`src/sha1_pkg.sv`:
```
// ----------------------------------------------------------------------------
// SHA-1 stream hasher package
// Shared types and constants for the front end and compression core.
// ----------------------------------------------------------------------------
package sha1_pkg;

   localparam logic [31:0] IV0 = 32'h67452301;
   localparam logic [31:0] IV1 = 32'hEFCDAB89;
   localparam logic [31:0] IV2 = 32'h98BADCFE;
   localparam logic [31:0] IV3 = 32'h10325476;
   localparam logic [31:0] IV4 = 32'hC3D2E1F0;

   localparam logic CMD_ABSORB   = 1'b0;
   localparam logic CMD_FINALIZE = 1'b1;

   localparam int QDEPTH = 4;
   localparam int QAW    = $clog2(QDEPTH);

   // work unit handed from front to back: one byte or a finalize
   typedef struct packed {
      logic       fin;
      logic [7:0] data;
   } qitem_type;

   function automatic logic [31:0] rotl(input logic [31:0] x, input int n);
      rotl = (x << n) | (x >> (32 - n));
   endfunction

endpackage

```
`src/sha1_front.sv`:
```
// ----------------------------------------------------------------------------
// SHA-1 front end
// Accepts request transfers and queues them for the back end.
// ----------------------------------------------------------------------------
module sha1_front (
   input  logic                clock,
   input  logic                reset,
   input  logic                req_push,
   output logic                req_full,
   input  logic                req_cmd,
   input  logic [7:0]          req_data_byte,
   output sha1_pkg::qitem_type q_item,
   output logic                q_valid,
   input  logic                q_take
);
   import sha1_pkg::*;

   qitem_type          mem_ff [QDEPTH];
   logic [QAW-1:0]     wp_ff, rp_ff;
   logic [QAW:0]       cnt_ff;
   logic               push_ok, pop_ok;

   assign req_full = (cnt_ff == (QAW+1)'(QDEPTH));
   assign push_ok  = req_push && !req_full;
   assign q_valid  = (cnt_ff != '0);
   assign pop_ok   = q_take && q_valid;
   assign q_item   = mem_ff[rp_ff];

   always_ff @(posedge clock) begin
      if (push_ok) begin
         mem_ff[wp_ff].fin  <= (req_cmd == CMD_FINALIZE);
         mem_ff[wp_ff].data <= req_data_byte;
      end
   end

   always_ff @(posedge clock) begin
      if (reset) begin
         wp_ff  <= '0;
         rp_ff  <= '0;
         cnt_ff <= '0;
      end else begin
         if (push_ok) wp_ff <= wp_ff + 1'b1;
         if (pop_ok)  rp_ff <= rp_ff + 1'b1;
         cnt_ff <= cnt_ff + (QAW+1)'(push_ok) - (QAW+1)'(pop_ok);
      end
   end

endmodule

```
`src/sha1_back.sv`:
```
// ----------------------------------------------------------------------------
// SHA-1 back end
// Buffers bytes, pads, runs 80 rounds one per cycle, emits digest words.
// ----------------------------------------------------------------------------
module sha1_back (
   input  logic                clock,
   input  logic                reset,
   input  sha1_pkg::qitem_type q_item,
   input  logic                q_valid,
   output logic                q_take,
   output logic                rsp_empty,
   input  logic                rsp_pop,
   output logic [31:0]         rsp_digest_word,
   output logic [2:0]          rsp_word_index,
   output logic                rsp_is_last
);
   import sha1_pkg::*;

   typedef enum logic [4:0] {
      S_IDLE  = 5'b00001,
      S_PAD   = 5'b00010,
      S_ROUND = 5'b00100,
      S_EMIT  = 5'b01000,
      S_ADD   = 5'b10000
   } state_type;

   state_type    st_ff, st_in;
   logic [31:0]  w_ff [16];         // message / schedule window
   logic [31:0]  h_ff [5];
   logic [31:0]  a_ff, b_ff, c_ff, d_ff, e_ff;
   logic [63:0]  cnt_ff;
   logic [6:0]   rnd_ff;
   logic [5:0]   pos_ff;
   logic         fin_ff;            // digest pending after this block
   logic         lenblk_ff;         // current padded block carries length
   logic [2:0]   oi_ff;
   logic         ov_ff;

   logic [31:0]  wn, f, k, t, wcur;
   logic [7:0]   pbyte;
   logic [63:0]  bits;

   assign bits = cnt_ff << 3;
   assign wn   = rotl(w_ff[13] ^ w_ff[8] ^ w_ff[2] ^ w_ff[0], 1);
   assign wcur = (rnd_ff < 7'd16) ? w_ff[0] : wn;

   always_comb begin
      priority if (rnd_ff < 7'd20) begin
         f = (b_ff & c_ff) | (~b_ff & d_ff); k = 32'h5A827999;
      end else if (rnd_ff < 7'd40) begin
         f = b_ff ^ c_ff ^ d_ff;             k = 32'h6ED9EBA1;
      end else if (rnd_ff < 7'd60) begin
         f = (b_ff & c_ff) | (b_ff & d_ff) | (c_ff & d_ff); k = 32'h8F1BBCDC;
      end else begin
         f = b_ff ^ c_ff ^ d_ff;             k = 32'hCA62C1D6;
      end
   end
   assign t = rotl(a_ff, 5) + f + e_ff + k + wcur;

   // pad byte at pos_ff: zero, or length byte when in the length slot
   always_comb begin
      pbyte = 8'h00;
      if (lenblk_ff && pos_ff >= 6'd56)
         pbyte = bits[8*(7 - 32'(pos_ff[2:0])) +: 8];
   end

   assign q_take          = (st_ff == S_IDLE) && q_valid;
   assign rsp_empty       = !ov_ff;
   assign rsp_digest_word = h_ff[0];
   assign rsp_word_index  = oi_ff;
   assign rsp_is_last     = (oi_ff == 3'd4);

   // shift a byte into the window (big-endian, word 15 fills last)
   logic [7:0] sbyte;
   logic       shift_en;

   always_comb begin
      st_in = st_ff;
      unique case (st_ff)
         S_IDLE:  if (q_valid) begin
            // a byte or the 0x80 mark in the last slot closes the block
            if (pos_ff == 6'd63) st_in = S_ROUND;
            else if (q_item.fin) st_in = S_PAD;
         end
         S_PAD:   if (pos_ff == 6'd63) st_in = S_ROUND;
         S_ROUND: if (rnd_ff == 7'd79) st_in = S_ADD;
         S_ADD:   st_in = fin_ff ? (lenblk_ff ? S_EMIT : S_PAD) : S_IDLE;
         S_EMIT:  if (rsp_pop && ov_ff && oi_ff == 3'd4) st_in = S_IDLE;
         default: st_in = S_IDLE;
      endcase
   end

   always_comb begin
      shift_en = 1'b0;
      sbyte    = pbyte;
      if (st_ff == S_IDLE && q_valid) begin
         shift_en = 1'b1;
         sbyte    = q_item.fin ? 8'h80 : q_item.data;
      end else if (st_ff == S_PAD) begin
         shift_en = 1'b1;
      end
   end

   always_ff @(posedge clock) begin
      if (shift_en) begin
         for (int i = 0; i < 15; i++)
            w_ff[i] <= {w_ff[i][23:0], w_ff[i+1][31:24]};
         w_ff[15] <= {w_ff[15][23:0], sbyte};
      end else if (st_ff == S_ROUND) begin
         for (int i = 0; i < 15; i++) w_ff[i] <= w_ff[i+1];
         w_ff[15] <= wcur;
      end
   end

   always_ff @(posedge clock) begin
      if (reset) begin
         st_ff     <= S_IDLE;
         h_ff      <= '{IV0, IV1, IV2, IV3, IV4};
         cnt_ff    <= '0;
         rnd_ff    <= '0;
         pos_ff    <= '0;
         fin_ff    <= 1'b0;
         lenblk_ff <= 1'b0;
         oi_ff     <= '0;
         ov_ff     <= 1'b0;
      end else begin
         st_ff <= st_in;
         if (shift_en) pos_ff <= pos_ff + 1'b1;
         unique case (st_ff)
            S_IDLE: if (q_valid) begin
               if (q_item.fin) begin
                  fin_ff    <= 1'b1;
                  lenblk_ff <= (pos_ff < 6'd56);
               end else begin
                  cnt_ff <= cnt_ff + 64'd1;
               end
               if (pos_ff == 6'd63) begin
                  {a_ff, b_ff, c_ff, d_ff, e_ff} <=
                     {h_ff[0], h_ff[1], h_ff[2], h_ff[3], h_ff[4]};
                  rnd_ff <= '0;
               end
            end
            S_PAD: if (pos_ff == 6'd63) begin
               {a_ff, b_ff, c_ff, d_ff, e_ff} <=
                  {h_ff[0], h_ff[1], h_ff[2], h_ff[3], h_ff[4]};
               rnd_ff <= '0;
            end
            S_ROUND: begin
               a_ff <= t; b_ff <= a_ff; c_ff <= rotl(b_ff, 30);
               d_ff <= c_ff; e_ff <= d_ff;
               rnd_ff <= rnd_ff + 1'b1;
            end
            S_ADD: begin
               h_ff[0] <= h_ff[0] + a_ff; h_ff[1] <= h_ff[1] + b_ff;
               h_ff[2] <= h_ff[2] + c_ff; h_ff[3] <= h_ff[3] + d_ff;
               h_ff[4] <= h_ff[4] + e_ff;
               if (fin_ff && !lenblk_ff) lenblk_ff <= 1'b1;
               if (fin_ff && lenblk_ff) begin
                  ov_ff <= 1'b1;
                  oi_ff <= '0;
               end
            end
            S_EMIT: if (rsp_pop && ov_ff) begin
               oi_ff <= oi_ff + 1'b1;
               if (oi_ff == 3'd4) begin
                  ov_ff  <= 1'b0;
                  fin_ff <= 1'b0;
                  lenblk_ff <= 1'b0;
                  cnt_ff <= '0;
                  pos_ff <= '0;
                  h_ff   <= '{IV0, IV1, IV2, IV3, IV4};
               end else begin
                  // rotate words so word 0 of the port is always next
                  h_ff[0] <= h_ff[1]; h_ff[1] <= h_ff[2]; h_ff[2] <= h_ff[3];
                  h_ff[3] <= h_ff[4]; h_ff[4] <= h_ff[0];
               end
            end
            default: ;
         endcase
      end
   end

endmodule

```
`src/sha1_stream_hasher.sv`:
```
// ----------------------------------------------------------------------------
// SHA-1 stream hasher
// Byte-serial SHA-1 engine with a queued front end and compression back end.
// ----------------------------------------------------------------------------
// Absorb: each byte enters the front-end queue; every 64th byte starts an
// 80-round compression, while the queue keeps taking bytes until it is full.
// Finalize: pad bytes one per cycle up to the block end, one compression per
// block, then five digest words, one per pop; the core does one round per cycle.
// Synchronous active-high reset restores the initial value and zero count.
module sha1_stream_hasher (
   input  logic        clock,
   input  logic        reset,
   input  logic        req_push,
   output logic        req_full,
   input  logic        req_cmd,
   input  logic [7:0]  req_data_byte,
   output logic        rsp_empty,
   input  logic        rsp_pop,
   output logic [31:0] rsp_digest_word,
   output logic [2:0]  rsp_word_index,
   output logic        rsp_is_last
);
   import sha1_pkg::*;

   qitem_type q_item;
   logic      q_valid, q_take;

   // front: small queue decouples request transfers from compression stalls
   sha1_front u_front (
      .clock, .reset, .req_push, .req_full, .req_cmd, .req_data_byte,
      .q_item, .q_valid, .q_take
   );

   // back: block assembly, padding, 80-round core and digest output
   sha1_back u_back (
      .clock, .reset, .q_item, .q_valid, .q_take,
      .rsp_empty, .rsp_pop, .rsp_digest_word, .rsp_word_index, .rsp_is_last
   );

endmodule
```
`config.mk`:
```
export PLATFORM = sky130hd
export DESIGN_NAME = sha1_stream_hasher
export DESIGN_NICKNAME = d
export VERILOG_FILES = /design/src/sha1_pkg.sv /design/src/sha1_front.sv /design/src/sha1_back.sv /design/src/sha1_stream_hasher.sv
export SDC_FILE = /design/constraint.sdc
export NUM_CORES = 2
export LEC_CHECK = 0
export ABC_AREA = 1
export BUFFER_PORTS_ARGS = -buffer_cell sky130_fd_sc_hd__buf_2
export CAP_MARGIN = 0
export CORE_MARGIN = 2
export CORE_UTILIZATION = 58
export CTS_CLUSTER_SIZE = 40
export DETAILED_ROUTE_END_ITERATION = 16
export PLACE_DENSITY_LB_ADDON = 0.3
export SLEW_MARGIN = 20
export SYNTH_ARGS = -nofsm -noshare
export SYNTH_HDL_FRONTEND = slang
export SYNTH_HIERARCHICAL = 1
export SYNTH_SLANG_ARGS = --single-unit
```
`constraint.sdc`:
```
create_clock -name clock -period 12.45 [get_ports clock]
set_clock_uncertainty 0.15 [all_clocks]
set_input_delay 1.245 -clock clock [delete_from_list [all_inputs] [get_ports clock]]
set_output_delay 1.245 -clock clock [all_outputs]
set_load 0.005 [all_outputs]
```
After elaboration in Yosys (flattened, before gate mapping):

Memory sizes are Yosys's and may differ from the RTL's. A register that Yosys moved wholly into a read port is not among the register bits.
Cells that the tools add are included.

* flip-flop bits (word level): 415
* bits in writable memories: 548
* bits of input ports: 13
* output and inout bits: 38
* logic and storage cells: 216
* memories kept: 2

* $add $sub $neg: 18
* order comparisons: 6
* eq/ne operators: 20
* shifts and indexed selects: 1
* mux-type cells: 90
* bitwise operators: 33
* reductions and logical operators: 25

Memory list
* u_back.w_ff: depth 16, width 32, rd ports 16, clocked after memory_dff 0, write ports 16, line sha1_back.sv:28 `logic [31:0] w_ff [16];`
* u_front.mem_ff: depth 4, width 9, rd ports 1, clocked after memory_dff 1, write ports 1, line sha1_front.sv:18 `qitem_type mem_ff [QDEPTH];`

Operators by type and width (count)
* 32-bit two-way mux: 32
* 32-bit one-hot mux with 3 select lines: 5
* 160-bit two-way mux: 2
* 160-bit one-hot mux with 2 select lines: 1
* 32-bit adder: 9
* 64-bit two-way mux: 4
* 32-bit XOR: 5
* 32-bit bitwise AND: 4
* 64-bit one-hot mux with 2 select lines: 1
* 32-bit OR: 3
* 64-bit by 1-bit adder with 64-bit output, second input constant: 1
* 64-bit by 33-bit variable part select with 8-bit output: 1
* 5-bit two-way mux: 7
* 32-bit inverter: 1
* 32-bit by 1-bit OR with 32-bit output: 1
* 32-bit by 30-bit OR with 32-bit output: 1
* 32-bit by 5-bit OR with 32-bit output: 1
* 31-bit two-way mux: 1
* 5-bit one-hot mux with 5 select lines: 1
* 6-bit two-way mux: 4
* 8-bit two-way mux: 3
* 7-bit one-hot mux with 3 select lines: 1
* 1-bit two-way mux: 17
* 1-bit OR: 16
* other kinds (39): 71

Longest topological paths before layout:

* depth after elaboration: 11
* mapped depth: 28
* gate-level depth less buffers: 27

Modules after synthesis:

Netlist, hierarchy kept.

By module, submodules not included
* sha1_back: times used 1, cells each 7309, area an instance 57742.9 µm², sequential area each 25084.1 µm²
* sha1_front: times used 1, cells each 153, area an instance 1854.3 µm², sequential area each 1261.2 µm²

Least setup slack after synthesis:

Ideal clock, no wire load.

* kind: register to register
* from: reg u_front.cnt_ff[1]
* to: mem u_back.w_ff[0][0], enable pin
* setup time: 3.664 ns
* arrival: 9.750 ns
* data required time: 8.636 ns
* setup slack: -1.114 ns
* cell stages (with the launch flop): 10
* path buffers: 3
* clock period less this slack: 13.564 ns
* cells stage by stage: dfxtp_1 -> nor2_4 -> nand2_2 -> clkbuf_1 -> nand2_1 -> nand2_2 -> clkinv_1 -> clkbuf_1 -> buf_2 -> nand2_1

RTL lines
* from (decl): line sha1_front.sv:20 `logic [QAW:0] cnt_ff;`
* from (signal assigned): line sha1_front.sv:44 `cnt_ff <= cnt_ff + (QAW+1)'(push_ok) - (QAW+1)'(pop_ok);`
* to (decl): line sha1_back.sv:28

Final worst setup path:

* from: reg u_back.rnd_ff[5]
* to: reg u_back.a_ff[25] (data pin)

* cells in the longest elaborated chain, start to end: 9
* elaborated cells between the ends (all ways): 16
* those cells by class: add/sub: 4; order compare: 4; mux: 8

Ends and longest elaborated chain
* from (decl): line sha1_back.sv:32 `logic [6:0] rnd_ff;`
* from (signal assigned): line sha1_back.sv:151 `rnd_ff <= rnd_ff + 1'b1;`
* 7-bit by 6-bit < comparator with 1-bit output: line sha1_back.sv:52 `end else if (rnd_ff < 7'd60) begin`
* 32-bit two-way mux: line sha1_back.sv:52
* 32-bit two-way mux: line sha1_back.sv:50 `end else if (rnd_ff < 7'd40) begin`
* 32-bit two-way mux: line sha1_back.sv:48 `priority if (rnd_ff < 7'd20) begin`
* 32-bit adder (3 in series): line sha1_back.sv:58 `assign t = rotl(a_ff, 5) + f + e_ff + k + wcur;`
* 32-bit adder *: line sha1_back.sv:58
* 32-bit one-hot mux with 3 select lines *: line sha1_back.sv:129 `unique case (st_ff)`
* to (signal assigned): line sha1_back.sv:138 `{a_ff, b_ff, c_ff, d_ff, e_ff} <=`
* to (signal assigned): line sha1_back.sv:144 `{a_ff, b_ff, c_ff, d_ff, e_ff} <=`
* to (decl): line sha1_back.sv:30 `logic [31:0] a_ff, b_ff, c_ff, d_ff, e_ff;`

Mark *: on every way between the ends. The rest lies on a longest branch, timed or not.
A chain may end at the register's enable or synchronous reset.

==> results.yml <==
timing:
  report.final.setup_viol: 0
  worstMarginPinSlew_ps: 1290
  hold_violations: 0
  relSlewSlack_pct: 12.8
  final.period_utilization_pct: 53.5
  finalSetupTns_ps: 0
  fmax_mhz: 150
  fin_ws_ps: 5790
  min_period_ps: 6660
  maxSlewViolCount: 0
  worst_hold_slack_ps: 325
  rsz0062_at_grt: "no"
outcome:
  outcome: "finished, final reports clean"
worst_setup_path:
  timing.critical_path.from_type: "flip-flop"
  ff2ff_setup_slack_ps: 5790
  top_cell_by_count_worst_path: "sky130_fd_sc_hd__inv_1"
  worstSetupPathType: "flip-flop to flip-flop"
  worst_setup_path_end_kind: "flip-flop"
  regToRegEndpoint: "u_back/a_ff[25]$_DFFE_PP_"
  slowest_delay_ps: 600
  crit_required_ps: 12740
  critPathTopFamily: "adder cells"
  crit-reg2reg-launch: "u_back/rnd_ff[5]$_SDFFE_PP0P_"
  crit_path_top_delay_cell: "sky130_fd_sc_hd__fa_1"
  worst-path-max-fanout: 32
  cp.arrival_ps: 6950
  rr_worst_depth: 26
  critical_path_buf_inv_count: 6
place:
  place_inst: 8610
  dp_slack_ps: 5850
  gp_routability_congestion: 1.04
  port_buffers: 50
  post-dp-hpwl_um: 154000
  dpl_cell_area_um2: 60600
routing:
  drt_iter0_markers: 7183
  detail-route-antenna-nets: 0
  wl_per_cell_um: 23.5
  num_vias: 53400
  via_density_per_instance: 6.06
  residual_drc: 0
  drt_wl_total_um: 207000
  drt_first_pass_iters: 6
cts:
  cts_repair_resize_count: 0
  cts.reportedPaths.clkPinSlew_ps: 70
  cts_tree: "done"
  cts_root_buf: "sky130_fd_sc_hd__clkbuf_16"
  cts_num_sinks: 962
  cts.path.max_buffers: 3
  post_cts_buffers: 0
  clk-insertion-delay-late_ps: 740
  cts-buffers-inserted: 104
  hold_buffers: 0
  cts_max_level: 3
power_and_ir_drop:
  totalPowerFinal_mw: 13.2
  vdd.ir_drop.worst_mv: 0.307
  total_leakage_power_nw: 27.2
  power_density_nw_per_um2: 206
logic_synthesis:
  synth.cell_area_um2: 59600
  synth_cells: 7462
  synth_largest_type_area_fraction_pct: 35.7
  synth_sequential_area_ratio_pct: 44.2
  count_of_flip_flops_with_a_built_in_enable_after_synthesis: 708
  yosys.area.top_type: "sky130_fd_sc_hd__edfxtp_1"
  synth_async_sr_flop_share_pct: 0
  postSynth.topFlopCell: "sky130_fd_sc_hd__edfxtp_1"
  flops_latches_synth: 962
  synth.net_count: 7832
  yosysUniqueCellTypes: 54
  synth.cells.most_frequent: "sky130_fd_sc_hd__nand2_1, sky130_fd_sc_hd__inv_1, sky130_fd_sc_hd__o21ai_0"
  syn-mean-instance-area_um2: 7.99
  ys_warn_count: 6
  synth.area.top_cells: "sky130_fd_sc_hd__edfxtp_1, sky130_fd_sc_hd__nand2_1, sky130_fd_sc_hd__dfxtp_1"
  count_leader_synth: "sky130_fd_sc_hd__nand2_1"
floorplan:
  fp.coreArea_um2: 102000
  dieArea_um2: 105000
  rows: 117
  initial_core_util_pct: 58.5
  die_w_um: 325
  num_io_pins: 51
  die_y_um: 325
worst_hold_path:
  hold_sp: "u_back/cnt_ff[59]$_SDFFE_PP0P_"
  holdPathEnd: "u_back/cnt_ff[59]$_SDFFE_PP0P_"
  hold_class: "flip-flop to flip-flop"
  worst_hold_path.num_cells: 2
final_layout:
  drive_gt1_share_pct: 4.25
  layout.cell_area.non_filler_um2: 64200
  synth_to_final_area_change_pct: 7.75
  finished_layout_cells: 8808
  post-route-util_pct: 63.0
  final_nets: 7719
job:
  maxCapViolations: 0
global_routing:
  first_pass_grt_wire_length_um: 306000
  grt_usage_pct: 38.4
  overflow: 0
  grt_start_max_net_pins: 244
  via_count_of_the_first_global_routing_pass: 49100
  grt_antenna_before_repair: 5
[cells in the final DEF, fill, tap and decap left out, types with 16 or more instances in the layout]
cell / count
sky130_fd_sc_hd__o22ai_1: 34
sky130_fd_sc_hd__a31oi_1: 19
sky130_fd_sc_hd__edfxtp_1: 708
sky130_fd_sc_hd__o211ai_1: 33
sky130_fd_sc_hd__buf_2: 50
sky130_fd_sc_hd__dfxtp_1: 254
sky130_fd_sc_hd__o21ai_0: 832
sky130_fd_sc_hd__o21a_1: 22
sky130_fd_sc_hd__ha_1: 231
sky130_fd_sc_hd__or2_2: 22
sky130_fd_sc_hd__o221ai_1: 32
sky130_fd_sc_hd__fa_1: 126
sky130_fd_sc_hd__nand3b_1: 19
sky130_fd_sc_hd__nor3_1: 78
sky130_fd_sc_hd__inv_1: 857
sky130_fd_sc_hd__xor2_1: 42
sky130_fd_sc_hd__clkbuf_16: 108
sky130_fd_sc_hd__clkbuf_1: 21
sky130_fd_sc_hd__xnor2_1: 118
sky130_fd_sc_hd__a21boi_0: 18
sky130_fd_sc_hd__a21oi_1: 557
sky130_fd_sc_hd__nor2_1: 495
sky130_fd_sc_hd__nand4_1: 101
sky130_fd_sc_hd__buf_4: 45
sky130_fd_sc_hd__nand3_1: 366
sky130_fd_sc_hd__o21bai_1: 42
sky130_fd_sc_hd__nand2_1: 2021
sky130_fd_sc_hd__clkinv_1: 16
[worst reg2reg max path, delay by kind of cell, from the launching register on]
family,cells,cell delay (ps)
buffers and inverters,6,860
flip-flops,1,350
adder cells (fa/ha/maj),5,2120
AO/OA/AOI/OAI,4,810
AND/OR/NAND/NOR,11,2080
[cells by family after synthesis]
group / after synthesis / synth area share, %
simple gates: 3161 / 21.8
compound gates: 1637 / 14.7
buf+inv: 1185 / 7.84
flops: 962 / 44.2
fa+ha+maj: 357 / 9.08
xor+xnor: 160 / 2.35
[metal layers]
| layer | up-vias | track usage, % | wire [um] |
|---|---|---|---|
| li1 | 24700 | - | - |
| met1 | 25200 | 56.1 | 86300 |
| met2 | 3063 | 54.4 | 85300 |
| met3 | 400 | 10.7 | 27000 |
| met4 | 0 | 13.8 | 8450 |
| met5 | - | 0 | 0 |
[state kept, by name (all words and copies together), names as in the netlist, 7 cells and up, named ones only]
signal                  cells
u_back/cnt_ff              61
u_front/mem_ff             36
u_back/h_ff               128
u_back/a_ff                32
u_back/w_ff               512
u_back/rnd_ff               7
u_back/c_ff                32
u_back/e_ff                32
u_back/d_ff                32
u_back/rsp_digest_word     32
u_back/b_ff                32
[how the worst max path moves through the flow]
stage | endpoint | slack [ps] | depth (start not counted) | from
after floorplan | u_back/w_ff[0][0]$_DFFE_PP_ | 4060 | 9 | u_front/cnt_ff[1]$_SDFF_PP0_
after global placement | u_back/a_ff[25]$_DFFE_PP_ | 5940 | 26 | u_back/rnd_ff[5]$_SDFFE_PP0P_
after detailed placement | u_back/a_ff[25]$_DFFE_PP_ | 5850 | 26 | u_back/rnd_ff[5]$_SDFFE_PP0P_
after CTS | u_back/a_ff[25]$_DFFE_PP_ | 5780 | 26 | u_back/rnd_ff[5]$_SDFFE_PP0P_
after global routing | u_back/a_ff[25]$_DFFE_PP_ | 5340 | 26 | u_back/rnd_ff[5]$_SDFFE_PP0P_
final | u_back/a_ff[25]$_DFFE_PP_ | 5790 | 26 | u_back/rnd_ff[5]$_SDFFE_PP0P_
[area by class of cell]
type	count	area (um2)
Clock buffer	136	2880
Tap cell	1368	1710
Inverter	867	3290
Multi-Input combinational cell	5315	28600
Fill cell	8922	37700
Timing Repair Buffer	99	676
Clock inverter	57	661
Sequential cell	962	26300
Antenna cell	4	10.0
[power by group]
group	leakage [nW]	internal, mW	total, mW	switching (mW)
clock network	1.72	1.85	3.24	1.39
logic	16.7	1.30	4.28	2.98
registers	8.77	5.09	5.69	0.600
total	27.2	8.25	13.2	4.97
(Power assumes the default switching activity.)
